<file path="config.mk">
export PLATFORM = sky130hd
export DESIGN_NAME = url_path_percent_decoder_unit
export DESIGN_NICKNAME = d
export VERILOG_FILES = /design/src/rtl/upd_pkg.sv /design/src/rtl/upd_decode.sv /design/src/rtl/upd_out_buf.sv /design/src/rtl/url_path_percent_decoder_unit.sv
export SDC_FILE = /design/constraint.sdc
export NUM_CORES = 1
export LEC_CHECK = 0
export BUFFER_PORTS_ARGS = -buffer_cell sky130_fd_sc_hd__buf_2
export CORE_AREA = 2 2 146 106
export CTS_CLUSTER_DIAMETER = 60
export CTS_CLUSTER_SIZE = 20
export DETAILED_ROUTE_END_ITERATION = 7
export DIE_AREA = 0 0 148 108
export GPL_TIMING_DRIVEN = 0
export PLACE_DENSITY = 0.57
export SKIP_LAST_GASP = 1
export SYNTH_ARGS = -nofsm -noshare
export SYNTH_HDL_FRONTEND = slang
export SYNTH_SLANG_ARGS = --single-unit
</file>
<file path="constraint.sdc">
create_clock -name i_clk -period 4.39 [get_ports i_clk]
set_input_delay 0.6585 -clock i_clk [delete_from_list [all_inputs] [get_ports i_clk]]
set_output_delay 0.6585 -clock i_clk [all_outputs]
set_load 0.02 [all_outputs]
</file>
<file path="src/rtl/upd_pkg.sv">
package upd_pkg;

    // Result status codes
    localparam logic [2:0] ST_BYTE = 3'd0;
    localparam logic [2:0] ST_PEND = 3'd1;
    localparam logic [2:0] ST_DONE = 3'd2;
    localparam logic [2:0] ST_ERR  = 3'd3;
    localparam logic [2:0] ST_IGN  = 3'd4;

    // Configuration register indexes
    localparam logic REG_BUFFER_SIZE = 1'b0;

    localparam int unsigned BUF_SIZE_W = 11;
    localparam int unsigned COUNT_W    = 10;
    localparam logic [BUF_SIZE_W-1:0] BUF_SIZE_RESET = 11'd128;
    localparam logic [BUF_SIZE_W-1:0] BUF_SIZE_MAX   = 11'd1024;

    // Characters
    localparam logic [7:0] CH_NUL   = 8'h00;
    localparam logic [7:0] CH_TAB   = 8'h09;
    localparam logic [7:0] CH_LF    = 8'h0A;
    localparam logic [7:0] CH_CR    = 8'h0D;
    localparam logic [7:0] CH_SPACE = 8'h20;
    localparam logic [7:0] CH_PCT   = 8'h25;
    localparam logic [7:0] CH_PLUS  = 8'h2B;
    localparam logic [7:0] CH_MINUS = 8'h2D;
    localparam logic [7:0] CH_DOT   = 8'h2E;
    localparam logic [7:0] CH_SLASH = 8'h2F;
    localparam logic [7:0] CH_0     = 8'h30;
    localparam logic [7:0] CH_9     = 8'h39;
    localparam logic [7:0] CH_QMARK = 8'h3F;
    localparam logic [7:0] CH_UA    = 8'h41;
    localparam logic [7:0] CH_UF    = 8'h46;
    localparam logic [7:0] CH_UZ    = 8'h5A;
    localparam logic [7:0] CH_UNDER = 8'h5F;
    localparam logic [7:0] CH_LA    = 8'h61;
    localparam logic [7:0] CH_LF_   = 8'h66;
    localparam logic [7:0] CH_LZ    = 8'h7A;
    localparam logic [7:0] HEX_ALPHA_OFS = 8'd10;

    typedef struct packed {
        logic [2:0]         status;
        logic [7:0]         out_byte;
        logic [COUNT_W-1:0] out_count;
    } t_result;

    // {valid, nibble}
    function automatic logic [4:0] hex_value(input logic [7:0] c);
        logic [7:0] v;
        v = 8'd0;
        if (c inside {[CH_0:CH_9]}) begin
            v = c - CH_0;
            return {1'b1, v[3:0]};
        end else if (c inside {[CH_LA:CH_LF_]}) begin
            v = c - CH_LA + HEX_ALPHA_OFS;
            return {1'b1, v[3:0]};
        end else if (c inside {[CH_UA:CH_UF]}) begin
            v = c - CH_UA + HEX_ALPHA_OFS;
            return {1'b1, v[3:0]};
        end
        return 5'd0;
    endfunction

    function automatic logic is_terminator(input logic [7:0] c);
        return c inside {CH_NUL, CH_CR, CH_LF, CH_TAB, CH_SPACE, CH_QMARK};
    endfunction

    function automatic logic is_allowed_literal(input logic [7:0] c);
        return c inside {[CH_0:CH_9], [CH_LA:CH_LZ], [CH_UA:CH_UZ],
                         CH_UNDER, CH_MINUS, CH_PLUS, CH_SLASH};
    endfunction

endpackage

</file>
<file path="src/rtl/upd_decode.sv">
module upd_decode (
    input  logic                          i_clk,
    input  logic                          i_rst_n,
    input  logic                          i_accept,
    input  logic [7:0]                    i_url_byte,
    input  logic                          i_first_flag,
    input  logic [upd_pkg::BUF_SIZE_W-1:0] i_buffer_size,
    output upd_pkg::t_result              o_result
);
    import upd_pkg::*;

    typedef enum logic [1:0] {
        MODE_IDLE,
        MODE_LIT,
        MODE_HI,
        MODE_LO
    } t_mode;

    t_mode               r_mode, n_mode, e_mode;
    logic [3:0]          r_nibble, n_nibble, e_nibble;
    logic [COUNT_W-1:0]  r_count, n_count, e_count;
    logic                r_dot, n_dot, e_dot;
    logic [BUF_SIZE_W-1:0] lim;
    logic                full;
    logic [4:0]          hex;
    logic [2:0]          status;
    logic [7:0]          dbyte;

    always_comb begin
        // a first flag restarts the path before this byte is looked at
        if (i_first_flag) begin
            e_mode   = MODE_LIT;
            e_nibble = 4'd0;
            e_count  = '0;
            e_dot    = 1'b0;
        end else begin
            e_mode   = r_mode;
            e_nibble = r_nibble;
            e_count  = r_count;
            e_dot    = r_dot;
        end

        lim  = (i_buffer_size > BUF_SIZE_MAX) ? BUF_SIZE_MAX : i_buffer_size;
        full = ({1'b0, e_count} + BUF_SIZE_W'(1)) >= lim;
        hex  = hex_value(i_url_byte);

        n_mode   = e_mode;
        n_nibble = e_nibble;
        n_count  = e_count;
        n_dot    = e_dot;
        status   = ST_IGN;
        dbyte    = 8'd0;

        case (e_mode)
            MODE_LIT: begin
                if (is_terminator(i_url_byte)) begin
                    status = ST_DONE;
                end else if (full) begin
                    status = ST_ERR;
                end else if (i_url_byte == CH_DOT) begin
                    if (e_dot) begin
                        status = ST_ERR;
                    end else begin
                        status = ST_BYTE;
                        dbyte  = i_url_byte;
                        n_dot  = 1'b1;
                    end
                end else if (i_url_byte == CH_PCT) begin
                    status = ST_PEND;
                    n_mode = MODE_HI;
                end else if (is_allowed_literal(i_url_byte)) begin
                    status = ST_BYTE;
                    dbyte  = i_url_byte;
                    n_dot  = 1'b0;
                end else begin
                    status = ST_ERR;
                end
            end
            MODE_HI: begin
                if (!hex[4]) begin
                    status = ST_ERR;
                end else begin
                    status   = ST_PEND;
                    n_nibble = hex[3:0];
                    n_mode   = MODE_LO;
                end
            end
            MODE_LO: begin
                if (!hex[4]) begin
                    status = ST_ERR;
                end else begin
                    status = ST_BYTE;
                    dbyte  = {e_nibble, hex[3:0]};
                    n_dot  = 1'b0;
                    n_mode = MODE_LIT;
                end
            end
            default: begin
                n_mode = MODE_IDLE;
                status = ST_IGN;
            end
        endcase

        if (status == ST_BYTE) begin
            n_count = e_count + COUNT_W'(1);
        end else if (status == ST_DONE || status == ST_ERR) begin
            n_mode = MODE_IDLE;
        end

        o_result.status    = status;
        o_result.out_byte  = dbyte;
        o_result.out_count = n_count;
    end

    always_ff @(posedge i_clk) begin
        if (!i_rst_n) begin
            r_mode   <= MODE_IDLE;
            r_nibble <= 4'd0;
            r_count  <= '0;
            r_dot    <= 1'b0;
        end else if (i_accept) begin
            r_mode   <= n_mode;
            r_nibble <= n_nibble;
            r_count  <= n_count;
            r_dot    <= n_dot;
        end
    end

endmodule

</file>
<file path="src/rtl/upd_out_buf.sv">
module upd_out_buf (
    input  logic             i_clk,
    input  logic             i_rst_n,
    input  logic             i_load,
    input  upd_pkg::t_result i_result,
    output logic             o_space,
    output logic             o_valid,
    input  logic             i_ready,
    output upd_pkg::t_result o_result
);
    import upd_pkg::*;

    logic    r_main_v, r_skid_v;
    t_result r_main, r_skid;
    logic    pop;

    assign pop      = r_main_v && i_ready;
    assign o_space  = !r_skid_v;
    assign o_valid  = r_main_v;
    assign o_result = r_main;

    always_ff @(posedge i_clk) begin
        if (!i_rst_n) begin
            r_main_v <= 1'b0;
            r_skid_v <= 1'b0;
        end else if (r_skid_v) begin
            // refill the output stage from the skid entry
            if (pop) begin
                r_skid_v <= 1'b0;
            end
        end else if (i_load) begin
            if (r_main_v && !pop) begin
                r_skid_v <= 1'b1;
            end else begin
                r_main_v <= 1'b1;
            end
        end else if (pop) begin
            r_main_v <= 1'b0;
        end
    end

    always_ff @(posedge i_clk) begin
        if (r_skid_v) begin
            if (pop) begin
                r_main <= r_skid;
            end
        end else if (i_load) begin
            if (r_main_v && !pop) begin
                r_skid <= i_result;
            end else begin
                r_main <= i_result;
            end
        end
    end

endmodule

</file>
<file path="src/rtl/url_path_percent_decoder_unit.sv">
// A result is valid the cycle after its byte transfer (one register stage), or waits
// in the skid entry behind a held result. Throughput: one byte per cycle while
// o_ready is high; decode state and result register update in the accepting cycle,
// and a two-entry output buffer keeps o_ready high for one stalled result.
// Reset: synchronous, active low; decoder waits for a first flag, buffer_size = 128.
module url_path_percent_decoder_unit (
    input  logic        i_clk,
    input  logic        i_rst_n,
    input  logic        i_valid,
    output logic        o_ready,
    input  logic [7:0]  i_url_byte,
    input  logic        i_first_flag,
    output logic        o_valid,
    input  logic        i_ready,
    output logic [2:0]  o_status,
    output logic [7:0]  o_out_byte,
    output logic [9:0]  o_out_count,
    input  logic        psel,
    input  logic        penable,
    input  logic        pwrite,
    input  logic [2:0]  paddr,
    input  logic [31:0] pwdata,
    output logic [31:0] prdata,
    output logic        pready
);
    import upd_pkg::*;

    logic [BUF_SIZE_W-1:0] r_buffer_size;
    logic    accept;
    logic    cfg_wr;
    t_result dec_result, out_result;

    assign pready = 1'b1;
    assign cfg_wr = psel && penable && pwrite && pready;
    assign accept = i_valid && o_ready;

    always_ff @(posedge i_clk) begin
        if (!i_rst_n) begin
            r_buffer_size <= BUF_SIZE_RESET;
        end else if (cfg_wr && paddr[2] == REG_BUFFER_SIZE) begin
            r_buffer_size <= pwdata[BUF_SIZE_W-1:0];
        end
    end

    always_comb begin
        prdata = 32'd0;
        if (paddr[2] == REG_BUFFER_SIZE) begin
            prdata = {{(32-BUF_SIZE_W){1'b0}}, r_buffer_size};
        end
    end

    upd_decode u_decode (
        .i_clk        (i_clk),
        .i_rst_n      (i_rst_n),
        .i_accept     (accept),
        .i_url_byte   (i_url_byte),
        .i_first_flag (i_first_flag),
        .i_buffer_size(r_buffer_size),
        .o_result     (dec_result)
    );

    upd_out_buf u_out_buf (
        .i_clk   (i_clk),
        .i_rst_n (i_rst_n),
        .i_load  (accept),
        .i_result(dec_result),
        .o_space (o_ready),
        .o_valid (o_valid),
        .i_ready (i_ready),
        .o_result(out_result)
    );

    assign o_status    = out_result.status;
    assign o_out_byte  = out_result.out_byte;
    assign o_out_count = out_result.out_count;

    // the buffer only fills its skid entry behind a held result
    a_stall_has_result: assert property (@(posedge i_clk) disable iff (!i_rst_n)
        !o_ready |-> o_valid)
        else $error("input stalled with no result pending");

    a_transfer_shows_result: assert property (@(posedge i_clk) disable iff (!i_rst_n)
        accept |=> o_valid)
        else $error("accepted byte produced no result");

    a_status_range: assert property (@(posedge i_clk) disable iff (!i_rst_n)
        o_valid |-> o_status <= ST_IGN)
        else $error("status code out of range");

    a_byte_only_when_emitted: assert property (@(posedge i_clk) disable iff (!i_rst_n)
        (o_valid && o_status != ST_BYTE) |-> o_out_byte == 8'd0)
        else $error("data byte set on a non-byte result");

    a_cfg_write: assert property (@(posedge i_clk) disable iff (!i_rst_n)
        (cfg_wr && paddr[2] == REG_BUFFER_SIZE) |=>
            r_buffer_size == $past(pwdata[BUF_SIZE_W-1:0]))
        else $error("buffer_size write lost");

endmodule

</file>
==> metrics.md <==
| Metric | Value |
|---|---|
| H-tree Lvls | 3 |
| Share of cells above drive strength 1 | 27.53% |
| Area Overhead vs Synth | 26.74% |
| Vias | 3624 |
| Die ar. | 15980 µm² |
| Slew Viols, Final | 0 |
| Design Area, Final | roughly 5400 µm² |
| DPL Wire Length | between 8000 and 9000 µm |
| CP startpoint | i_first_flag |
| CTS max path bufs | 2 |
| Initial core utilization | 29.68% |
| Fmax | 0.2385 GHz |
| Yosys cell types | slightly above 70 |
| Core Box Area | ~14000 µm² |
| Register bit total from synthesis | 72 |
| Pre-antenna DRT Iters | 5 |
| Final WS setup | 0.1972 ns |
| Sequential element share of the synthesized area | between 40% and 50% |
| WL final | roughly 11000 µm |
| Synth top cells by count | 63 x nand2_1, 42 x edfxtp_1, 38 x a21oi_1, 30 x dfxtp_1, 28 x nor2_1 |
| CTS root buf | clkbuf_16 |
| Endpoints failing setup | 0 |
| Ratio of final minimum period to clock period | 95.51% |
| Clock skew | approximately 0.0088 ns |
| Rel. slew slack | 39.81% |
| Routability congestion estimate | 0.8724 |
| Mapped Cells | 457 |
| Logic pwr share | 13.5% |
| Setup CP Type | input port to flip-flop |
| Setup crit start kind | input port |
| Main synth FF type | edfxtp_1 |
| FILL cells | 1466 |
| Total track usage | 13.65% |
| CTS tree | built |
| Port Buffers | 60 |
| Leakage power | 2.209 nW |
| FF-to-FF Start | u_decode.r_count[2] |
| Die Ht | 108 µm |
| Status | finished, final reports clean |
| Row cnt | 37 |
| Final min period | roughly 4.2 ns |
| Die Wd | 148 µm |
| Hold path endpoint | r_buffer_size[9] |
| Initial antenna violation count | 0 |
| Switching pwr | 463.8 µW |
| Yosys top cell by area | edfxtp_1 |
| CTS Hold Bufs | 0 |
| Largest net degree at the start of global routing | 22 |
| FF-to-FF End | u_out_buf.o_result[3] |
| Peak supply drop | 0.1468 mV |
| Drt initial violations | 248 |
| Placement Cell Area | 4927 µm² |
| Largest cells by area after synthesis | edfxtp_1 29%, dfxtp_1 14%, nand2_1 5.5% |
| Final #Nets | 625 |
| Count leader, synth | nand2_1 |
| Clk sinks | 72 |
| Worst Path Required | 4.47 ns |
| Num CTS Buffers | 9 |
| Cell Int Power | between 1 and 1.5 mW |
| Yosys top cell area share | slightly below 30% |
| CTS clk-pin slew, worst paths | 0.06 ns |
| Hold_sp | r_buffer_size[9] |
| Worst R2R Setup Slack | between 0.3 and 0.4 ns |
| Sequential share of power | 41.7% |
| Synth warn | 0 |
| Remaining DRCs | 0 |
| CP arrival | around 4.3 ns |
| First-pass GRT wire length | 17230 µm |
| CP max FO | 10 |
| Worst skew pair latency | around 0.33 ns |
| Worst reg-to-reg path cell count | 17 |
| Grt total ovfl | 0 |
| Diode count | 0 |
| Post-DRT Antenna Nets | 0 |
| Final hold slack | 0.4651 ns |
| Cell Pwr Density | 331.5 nW/µm² |
| Max-cap viol count | 0 |
| Hold Path Class | flip-flop to flip-flop |
| Final hold vios | 0 |
| Vias in the first global route | 3268 |
| Worst slew pin tran | 0.9028 ns |
| Crit end category | flip-flop |
| Top Ports | between 100 and 150 |
| WHS Path Cells | 2 |
| FFs w/ async S/R, synth | 0% |
| Clock Power Share | around 45% |
| Post-synth EDFFs | 42 |
| Switching Fraction | 25.76% |
| Drt via density | 4.781 |
| Mean post-synth cell area | around 9.4 µm² |
| Post-Syn Area | roughly 4300 µm² |
| Dpl ws | -1.031 ns |
| WL per Instance | approximately 14 µm |
## cell usage in the layout, fill, tap and decap left out, types with 10 or more instances in the layout
| cell | n |
|---|---|
| ha_1 | 15 |
| o21ai_0 | 12 |
| nor2b_1 | 19 |
| a21oi_1 | 37 |
| dfxtp_1 | 30 |
| nor2_1 | 26 |
| conb_1 | 22 |
| buf_2 | 64 |
| buf_4 | 31 |
| clkbuf_1 | 15 |
| nand2_1 | 63 |
| xnor2_1 | 10 |
| edfxtp_1 | 42 |
| mux2_2 | 16 |
## worst max-delay path by stage
stage          slack, ns                     to
2_1_floorplan       0.05  u_out_buf.o_result[3]
3_3_place_gp       -1.01  u_out_buf.o_result[3]
3_5_place_dp       -1.03  u_out_buf.o_result[3]
4_1_cts           0.0003  u_out_buf.o_result[7]
5_1_grt            -0.01  u_out_buf.o_result[7]
6_report            0.20  u_out_buf.o_result[7]
## timing repair
| action | CTS | global route |
|---|---|---|
| resized for setup | 13 | 16 |
| buffers inserted | 4 | 4 |
| endpoints found under the setup margin | 47 | 40 |
| cloned | 0 | 1 |
| pin swaps | 3 | 7 |
## cell type report
cell class | instances | area, µm² | area share, %
Timing Repair Buffer | 70 | 380.4 | 7.001
Clock buffer | 9 | 225.2 | 4.146
Inverter | 10 | 37.54 | 0.6909
Sequential cell | 72 | 1862 | 34.27
Clock inverter | 7 | 102.6 | 1.889
Buffer | 45 | 281.5 | 5.182
Multi-Input combinational cell | 350 | 2300 | 42.33
Tap cell | 195 | 244.0 | 4.491
## routing by layer
layer	GRT usage (%)	wire length [µm]	share of wire (%)	vias up
met5	0	0	0	-
met4	3.878	129	1.2	0
met3	2.911	721	6.6	7
met2	20.30	4630	43	118
met1	19.94	5391	50	1685
li1	-	-	-	1814
## power groups by stage
stage / Sequential (mW) / Clock, mW / Combinational, mW
after global routing: 0.753 / 0.848 / 0.264
final: 0.750 / 0.807 / 0.244
after floorplan: 0.788 / 0 / 0.133
after global placement: 0.765 / 0 / 0.222
after CTS: 0.751 / 0.820 / 0.235
after detailed placement: 0.765 / 0 / 0.227
## registers in the layout (all words and copies together), names as in the netlist
name                count
u_out_buf.o_valid       1
u_decode.r_mode         2
u_decode.r_nibble       4
u_out_buf.o_result     21
u_out_buf.r_skid_v      1
u_decode.r_count       10
r_buffer_size          11
u_out_buf.r_skid       21
u_decode.r_dot          1
## metrics by stage
stage	power, mW	TNS (ns)	cells	utilization (%)
global placement	0.9871	-32.56	732	33.98
floorplan	0.9206	0	477	-
finish	1.801	0	758	37.61
detailed placement	0.9920	-34.43	733	34.11
CTS	1.806	0	753	36.86
global route	1.866	-0.01705	758	37.61
## logic make-up after synthesis
logic type                 share of synthesized area, %
muxes                                             4.699
adders and majority gates                         4.670
buffers and inverters                             7.122
AOI/OAI and AO/OA                                 16.32
xor gates and xnor gates                          2.860
DFF                                               43.43
and+or+nand+nor                                   20.72
other                                            0.1752
## critical path: stages
cell	delay, ns
buf_2	0.14
buf_6	0.15
nor2b_4	0.14
ha_4	0.17
and3_4	0.22
and3_4	0.22
nand3_4	0.11
nand2_1	0.10
o21ai_1	0.07
ha_1	0.32
a211oi_2	0.29
o211ai_1	0.13
o211ai_1	0.29
nand2_1	0.17
o211ai_4	0.27
buf_6	0.17
a31oi_1	0.11
a41o_1	0.26
mux2_2	0.28
(Power assumes the default switching activity.)
